### src/rtl/mid_pkg.sv
// ----------------------------------------------------------------------------
// mid_pkg: shared definitions for the minimum image distance block
// Default widths, register indexes and boundary mode codes.
// ----------------------------------------------------------------------------
`default_nettype none

package mid_pkg;

   // default coordinate format: signed Q12.12 in 24 bits
   localparam int COORD_BITS_DEFAULT = 24;
   localparam int FRAC_BITS_DEFAULT  = 12;

   // box length after reset, in whole units (64.0)
   localparam int BOX_RESET_UNITS = 64;

   // configuration register indexes
   localparam int CSR_INDEX_BITS = 2;
   localparam logic [CSR_INDEX_BITS-1:0] CSR_BOUNDARY_MODE = 2'd0;
   localparam logic [CSR_INDEX_BITS-1:0] CSR_BOX_LENGTH_X  = 2'd1;
   localparam logic [CSR_INDEX_BITS-1:0] CSR_BOX_LENGTH_Y  = 2'd2;

   // boundary modes; the unused code behaves as open
   localparam int MODE_BITS = 2;
   localparam logic [MODE_BITS-1:0] MODE_PERIODIC = 2'd0;
   localparam logic [MODE_BITS-1:0] MODE_STRIP    = 2'd1;
   localparam logic [MODE_BITS-1:0] MODE_OPEN     = 2'd2;

endpackage : mid_pkg

`default_nettype wire

### src/rtl/mid_sqrt_pipe.sv
// ----------------------------------------------------------------------------
// mid_sqrt_pipe: pipelined integer square root
// Restoring digit-by-digit root, one root bit per register stage.
// ----------------------------------------------------------------------------
`default_nettype none

module mid_sqrt_pipe
   import mid_pkg::*;
#(
   parameter int ROOT_BITS = COORD_BITS_DEFAULT + 1
) (
   input  wire logic                   clock,
   input  wire logic [ROOT_BITS-1:0]   stage_en,
   input  wire logic [ROOT_BITS-1:0]   stage_valid,
   input  wire logic [2*ROOT_BITS-1:0] radicand,
   output logic      [ROOT_BITS-1:0]   root
);

   localparam int RAD_BITS = 2 * ROOT_BITS;
   localparam int REM_BITS = ROOT_BITS + 2;

   logic [RAD_BITS-1:0]  rad_ff  [ROOT_BITS-1];
   logic [REM_BITS-1:0]  rem_ff  [ROOT_BITS];
   logic [ROOT_BITS-1:0] root_ff [ROOT_BITS];

   for (genvar s = 0; s < ROOT_BITS; s++) begin : g_stage
      logic [RAD_BITS-1:0]  rad_src;
      logic [REM_BITS-1:0]  rem_src;
      logic [ROOT_BITS-1:0] root_src;
      logic [REM_BITS-1:0]  rem_shift;
      logic [REM_BITS-1:0]  trial;
      logic                 take;

      // select the previous stage, or the radicand for the first one
      if (s == 0) begin : g_first
         assign rad_src  = radicand;
         assign rem_src  = '0;
         assign root_src = '0;
      end else begin : g_next
         assign rad_src  = rad_ff[s-1];
         assign rem_src  = rem_ff[s-1];
         assign root_src = root_ff[s-1];
      end

      // bring down the next pair of radicand bits and try the new root bit
      always_comb begin
         rem_shift = {rem_src[REM_BITS-3:0], rad_src[RAD_BITS-1 -: 2]};
         trial     = {root_src, 2'b01};
         take      = (rem_shift >= trial);
      end

      // advance remainder and partial root
      always_ff @(posedge clock) begin
         if (stage_en[s]) begin
            if (take) begin
               rem_ff[s]  <= rem_shift - trial;
               root_ff[s] <= {root_src[ROOT_BITS-2:0], 1'b1};
            end else begin
               rem_ff[s]  <= rem_shift;
               root_ff[s] <= {root_src[ROOT_BITS-2:0], 1'b0};
            end
         end
      end

      // carry the unused radicand bits, not needed after the last stage
      if (s < ROOT_BITS - 1) begin : g_rad
         always_ff @(posedge clock) begin
            if (stage_en[s]) begin
               rad_ff[s] <= rad_src << 2;
            end
         end
      end
   end

   assign root = root_ff[ROOT_BITS-1];

`ifndef SYNTHESIS
   // the final remainder never exceeds twice the root
   a_final_rem : assert property (@(posedge clock)
      stage_valid[ROOT_BITS-1] |->
         (rem_ff[ROOT_BITS-1] <= {1'b0, root_ff[ROOT_BITS-1], 1'b0}))
      else $error("sqrt remainder exceeds twice the root");

   // after one step the partial root holds a single bit
   a_first_root : assert property (@(posedge clock)
      stage_valid[0] |-> (root_ff[0] <= ROOT_BITS'(1)))
      else $error("first sqrt stage root out of range");

   // a stage holding its data keeps its remainder
   a_hold_rem : assert property (@(posedge clock)
      stage_valid[1] && !stage_en[1] |=> $stable(rem_ff[1]))
      else $error("sqrt stage lost its remainder while held");
`endif

endmodule : mid_sqrt_pipe

`default_nettype wire

### config.mk
export PLATFORM = sky130hd
export DESIGN_NAME = mid_sqrt_pipe
export DESIGN_NICKNAME = d
export VERILOG_FILES = /design/src/rtl/mid_pkg.sv /design/src/rtl/mid_sqrt_pipe.sv
export SDC_FILE = /design/constraint.sdc
export NUM_CORES = 2
export LEC_CHECK = 0
export BUFFER_PORTS_ARGS = -buffer_cell sky130_fd_sc_hd__buf_2
export CAP_MARGIN = 30
export CORE_AREA = 10 10 427 429
export CTS_CLUSTER_DIAMETER = 40
export CTS_CLUSTER_SIZE = 12
export DETAILED_ROUTE_END_ITERATION = 16
export DIE_AREA = 0 0 437 439
export GPL_TIMING_DRIVEN = 0
export SLEW_MARGIN = 20
export SYNTH_ARGS = -nofsm -noshare
export SYNTH_HDL_FRONTEND = slang
export SYNTH_SLANG_ARGS = --single-unit
### constraint.sdc
create_clock -name clock -period 3.4 [get_ports clock]
set_input_delay 0.68 -clock clock [delete_from_list [all_inputs] [get_ports clock]]
set_output_delay 0.68 -clock clock [all_outputs]
set_load 0.02 [all_outputs]
==> Word-level counts from Yosys, hierarchy flattened <==
Memories as Yosys holds them, arrays and structs flattened.
Index checks and enable logic that the tools add are counted.
W data, S select, Z words.
{ "totals": {"in_bits": 101, "latch_bits": 0, "rom_bits": 0, "output_inout_bits": 25, "wordCells": 351, "memories": 3, "regBits": 0, "ramBits": 2452} }
{ "mem_list": {"columns": ["name", "words", "word_bits", "read_ports", "rd_ports_with_merged_regs", "wr", "line_no", "rtl"], "rows": [
  ["rad_ff", 24, 48, 24, 0, 24, "mid_sqrt_pipe.sv:22", "logic [RAD_BITS-1:0] rad_ff [ROOT_BITS-1];"],
  ["rem_ff", 25, 27, 24, 0, 25, "mid_sqrt_pipe.sv:23", "logic [REM_BITS-1:0] rem_ff [ROOT_BITS];"],
  ["root_ff", 25, 25, 25, 0, 25, "mid_sqrt_pipe.sv:24", "logic [ROOT_BITS-1:0] root_ff [ROOT_BITS];"]
]} }
{ "op_classes": {"n_shift": 0, "n_lt_le_gt_ge": 25, "n_eq_ne": 0, "add_sub_neg": 25, "div": 0, "n_mul": 0, "n_reduce_logical": 0, "bitwise": 50, "mux": 248} }
{ "ops": {"columns": ["cell", "n"], "rows": [
  ["$mux W27", 25],
  ["$ge A27 B27 Y1", 24],
  ["$sub A27 B27 Y27", 24],
  ["$mux W25", 25],
  ["$mux W1", 198],
  ["$or A1 B1 Y1", 50],
  ["$sub A2 B1 Y3 const B", 1],
  ["$ge A2 B1 Y1 const B", 1]
]} }

==> Longest topological paths before layout <==
An unclocked memory read counts as a cell.
{ "depth": {"ltp_word": 6, "depth_mapped": 14, "ltp_nobuf": 13} }

==> Least setup slack after synthesis <==
Ideal clock, no wire load.
{ "synth_timing": {"path_kind": "reg-to-reg", "from": "mem rem_ff[1][194] in the netlist's numbering", "to": "mem rem_ff[2][14] in the netlist's numbering (data pin)", "setup_ns": 0.260, "t_required_ns": 3.140, "synth_period_minus_slack_ns": 3.263, "path_stages_with_launch": 11, "n_path_buf": 1, "setup_slack_ns": 0.137, "arrival_time_ns": 3.003, "path_cell_list": "edfxtp_1 > ha_1 > and4_1 > o2bb2ai_1 > a31o_2 > o21ai_0 > or2_2 > a311oi_1 > nor4b_2 > buf_2 > mux2_2"} }
{ "synth_rtl": {"columns": ["element", "line_no"], "rows": [
  ["from (decl)", "mid_sqrt_pipe.sv:23"]
]} }

==> run_results.csv <==
group,metric,value,unit
run_status,status,"complete, no violations",
timing,maxClockFrequency,302,MHz
detailed_routing,post_route_drc_violation_count,0,
pwr,vdd.ir_drop.worst,550,uV
clocking,numCtsBuffers,210,
worst_hold_path,worstHoldStart,"radicand[49]",
global_route,grt_most_used_layer,"met2",
place,port_buffers,100,
floorplanning,initial_utilization,0.398,
worst_hold_path,number_of_cells_on_the_worst_hold_path,3,
worst_setup_path,worst_ep_arrival_time,3.90,ns
global_route,antenna_found_initial,3,
clocking,insertion_delay,0.87,ns
yosys,synth.mux.area_fraction,0.00912,
global_route,grt_util_met1,0.184,
pwr,p_per_area,700,mW/mm^2
clocking,clock_tree.htree_level_count,4,
worst_setup_path,path_max_fanout,6,
detailed_routing,antenna_violation_net_count_after_detailed_routing,0,
floorplanning,fp.dieArea,0.192,mm^2
timing,final.period_utilization,0.973,
yosys,synthDistinctLibCells,88,
floorplanning,fp.dieH,439,um
timing,worst_tran_pin_value,0.933,ns
yosys,leading_cell_types_by_count_after_synthesis,"sky130_fd_sc_hd__edfxtp_1 (1492), sky130_fd_sc_hd__inv_1 (436), sky130_fd_sc_hd__nand2_1 (367), sky130_fd_sc_hd__ha_1 (352), sky130_fd_sc_hd__nor2_1 (325)",
worst_setup_path,timing.setup.critical_path_class,"flop to flop",
detailed_routing,route.vias.total,41500,
global_route,number_of_global_route_vias_before_repair,41100,
yosys,synth_xor_area_frac,0.0557,
timing,setup_viol,0,
job,timing.max_cap.violations,0,
clocking,cts_root_buffer,"sky130_fd_sc_hd__clkbuf_16",
layout,fin_area,0.0818,mm^2
timing,total_count_of_hold_check_failures_in_the_final_report,0,
detailed_routing,avg_vias_per_cell,5.06,
layout,antenna_cells,0,
yosys,synth_most_common_cell,"sky130_fd_sc_hd__edfxtp_1",
global_route,grt.total_usage,0.144,
worst_hold_path,min-delay-path-class,"primary input to flop",
yosys,async_flop_share,0,
yosys,synth-edff-count,1492,
yosys,synthesis.area,0.0690,mm^2
detailed_routing,postRouteWirelength,141,mm
floorplanning,core,0.173,mm^2
yosys,postSynthRegisterBits,1493,
worst_setup_path,crit_path_start_kind,"flop",
detailed_routing,drt-initial-drc-count,2948,
yosys,yosysTopAreaCell,"sky130_fd_sc_hd__edfxtp_1",
clocking,cts_tree,"yes",
floorplanning,num_io_pins,126,
timing,slew_headroom,0.378,
worst_hold_path,min_delay_worst_endpoint,"rem_ff[0][1]",
worst_setup_path,r2r_slack,0.09,ns
global_route,total_congestion_overflow,0,
timing,slew_violations,0,
worst_setup_path,worstReg2RegStart,"rem_ff[0][120]",
detailed_routing,dr.pass1.iters,6,
pwr,cellLeakagePower,31.2,nW
clocking,clkTransAtPathRegs,0.06,ns
place,detailed_place_hpwl,103,mm
global_route,grt_util_met3,0.0289,
yosys,postSynth.topFlopCell,"sky130_fd_sc_hd__edfxtp_1",
yosys,synth_fa_ha_area_frac,0.0638,
yosys,synth_warn,0,
timing,timing.final.crit_period,3.31,ns
layout,fillerInstances,15200,
layout,drive_above_1_share,0.131,
place,globalplace.congestion,0.880,
global_route,grt_pass1_wl,224,mm
yosys,mean_cell_area_of_the_mapped_netlist,13.0,um^2
worst_setup_path,endpoint_kind,"flop",
worst_setup_path,reg2reg_to,"rem_ff[0][148]",
floorplanning,placementRows,153,
yosys,post_synth_and_or_nand_nor_area_fraction,0.0991,
timing,rsz0062_at_grt,"true",
worst_setup_path,crit_required,3.99,ns
place,placement.cell_area,0.0729,mm^2
floorplanning,fp.dieW,437,um
yosys,synth-compound-area-share,0.0931,
layout,postLayoutCoreUtil,0.471,
yosys,synth_seq_area_share,0.650,
yosys,synth_cells,5292,
yosys,synth_top_family_by_area,"simple AND/OR/NAND/NOR gates",
worst_setup_path,r2r.worst_path.cells,9,
detailed_routing,wirelength_per_cell,17.2,um
clocking,cts.path.max_buffers,3,
yosys,synth.top_cells.by_area,"sky130_fd_sc_hd__edfxtp_1 (65%), sky130_fd_sc_hd__ha_1 (6.4%), sky130_fd_sc_hd__xnor2_1 (3.0%)",
yosys,netlist.area_leader.share,0.649,
layout,area_growth_syn_to_layout,18.5,%
global_route,met2_usage,0.242,
global_route,grt_max_degree,50,
layout,num-nets-final,6149,
clocking,clock-sinks,1493,
yosys,syn_nets,5745,
timing,fin_skew,0.0803,ns
state kept, by name, summed over array words and instances (netlist names):
| name | cells |
|---|---|
| rad_ff | 600 |
| rem_ff | 568 |
| root_ff | 325 |
worst max-delay path by stage:
stage	startpoint	endpoint	slack, ns	cells past startpoint
after floorplan	rem_ff[1][194]	rem_ff[2][14]	0.14	10
after global placement	root_ff[1][100]	rem_ff[2][151]	-1.12	12
after detailed placement	rem_ff[2][81]	rem_ff[2][126]	-1.12	12
after CTS	rem_ff[0][89]	rem_ff[0][130]	0.0004	11
after global routing	rem_ff[0][89]	rem_ff[0][118]	-0.07	10
final	rem_ff[0][120]	rem_ff[0][148]	0.09	9
layer usage:
metal	share of wire	up-vias
met3	0.048	267
met2	0.48	906
met5	0.00012	-
li1	-	20400
met4	0.031	4
met1	0.44	19900
worst max-delay path, stage by stage (launching register included):
cell and delay (ns):
sky130_fd_sc_hd__edfxtp_1 0.41, sky130_fd_sc_hd__or4_1 0.59, sky130_fd_sc_hd__or4b_1 0.55, sky130_fd_sc_hd__or3_1 0.38, sky130_fd_sc_hd__nor3_1 0.21, sky130_fd_sc_hd__and3_1 0.27
sky130_fd_sc_hd__nand3_2 0.22, sky130_fd_sc_hd__nand2_4 0.18, sky130_fd_sc_hd__nor3_1 0.08, sky130_fd_sc_hd__xor2_1 0.16
metrics by stage:
| stage | hold WS, ns | cells | setup WS [ns] | setup TNS, ns | power [W] |
|---|---|---|---|---|---|
| 5_1_grt | 0.121 | 8191 | -0.0720 | -0.536 | 0.0601 |
| 4_1_cts | 0.0915 | 8175 | 0.000377 | 0 | 0.0576 |
| 3_5_place_dp | 0.405 | 7736 | -1.12 | -147.23 | 0.0348 |
| 2_1_floorplan | 0.400 | 5292 | 0.137 | 0 | 0.0319 |
| 3_3_place_gp | 0.400 | 7717 | -1.12 | -142.53 | 0.0346 |
| 6_report | 0.171 | 8191 | 0.0925 | 0 | 0.0572 |
where the power goes:
| group | internal (W) | switching, W | total, W | leakage (nW) |
|---|---|---|---|---|
| sequential | 0.0232 | 0.00143 | 0.0247 | 14.4 |
| clock | 0.0139 | 0.00841 | 0.0223 | 3.54 |
| combinational | 0.00447 | 0.00582 | 0.0103 | 13.3 |
logic make-up after synthesis:
| group | Yosys count |
|---|---|
| flops | 1493 |
| simple gates | 1377 |
| compound gates | 1034 |
| buf+inv | 540 |
| xor+xnor | 439 |
| fa+ha+maj | 352 |
| mux | 57 |
cell type report:
class,instances,area (um^2),area share
multi-input cells,3259,22800,0.278
inverters,438,1650,0.0201
plain buffers,93,489,0.00598
repair buffers,201,1730,0.0211
clock buffers,228,5320,0.0651
well taps,2325,2910,0.0356
clock inverters,154,2080,0.0254
flip-flops and latches,1493,44800,0.548
layout by cell type, fill, tap and decap left out, types with 22 or more instances in the layout:
cell type and count:
sky130_fd_sc_hd__nor3_1 108, sky130_fd_sc_hd__a31oi_1 30, sky130_fd_sc_hd__or2_2 34, sky130_fd_sc_hd__clkbuf_16 210, sky130_fd_sc_hd__clkbuf_2 40, sky130_fd_sc_hd__o211ai_1 25
sky130_fd_sc_hd__or4_1 23, sky130_fd_sc_hd__xnor2_1 234, sky130_fd_sc_hd__and2_1 25, sky130_fd_sc_hd__buf_12 23, sky130_fd_sc_hd__and3_1 23, sky130_fd_sc_hd__nor2b_1 50
sky130_fd_sc_hd__buf_2 109, sky130_fd_sc_hd__nor2_1 324, sky130_fd_sc_hd__ha_1 344, sky130_fd_sc_hd__nand2_1 365, sky130_fd_sc_hd__clkinv_2 32, sky130_fd_sc_hd__mux2_2 47
sky130_fd_sc_hd__a21o_1 110, sky130_fd_sc_hd__clkbuf_1 43, sky130_fd_sc_hd__o21a_1 64, sky130_fd_sc_hd__nand4_1 41, sky130_fd_sc_hd__inv_1 436, sky130_fd_sc_hd__xor2_1 205
sky130_fd_sc_hd__buf_4 34, sky130_fd_sc_hd__o31ai_1 30, sky130_fd_sc_hd__o21bai_1 22, sky130_fd_sc_hd__or3_1 54, sky130_fd_sc_hd__nor4_1 46, sky130_fd_sc_hd__o21ai_0 274
sky130_fd_sc_hd__a21oi_1 304, sky130_fd_sc_hd__nand2b_1 81, sky130_fd_sc_hd__dlygate4sd3_1 48, sky130_fd_sc_hd__bufinv_16 31, sky130_fd_sc_hd__nand3_1 99, sky130_fd_sc_hd__edfxtp_1 1492
repair_timing:
item | 4_1_cts | 5_1_grt
endpoints found under the setup margin | 322 | 330
hold buffers | 48 | 0
pin swaps | 9 | 16
hold endpoints to repair | 48 | 0
setup buffers | 13 | 14
resized for setup | 91 | 99
No activity file was read; power rests on OpenSTA's default activity.
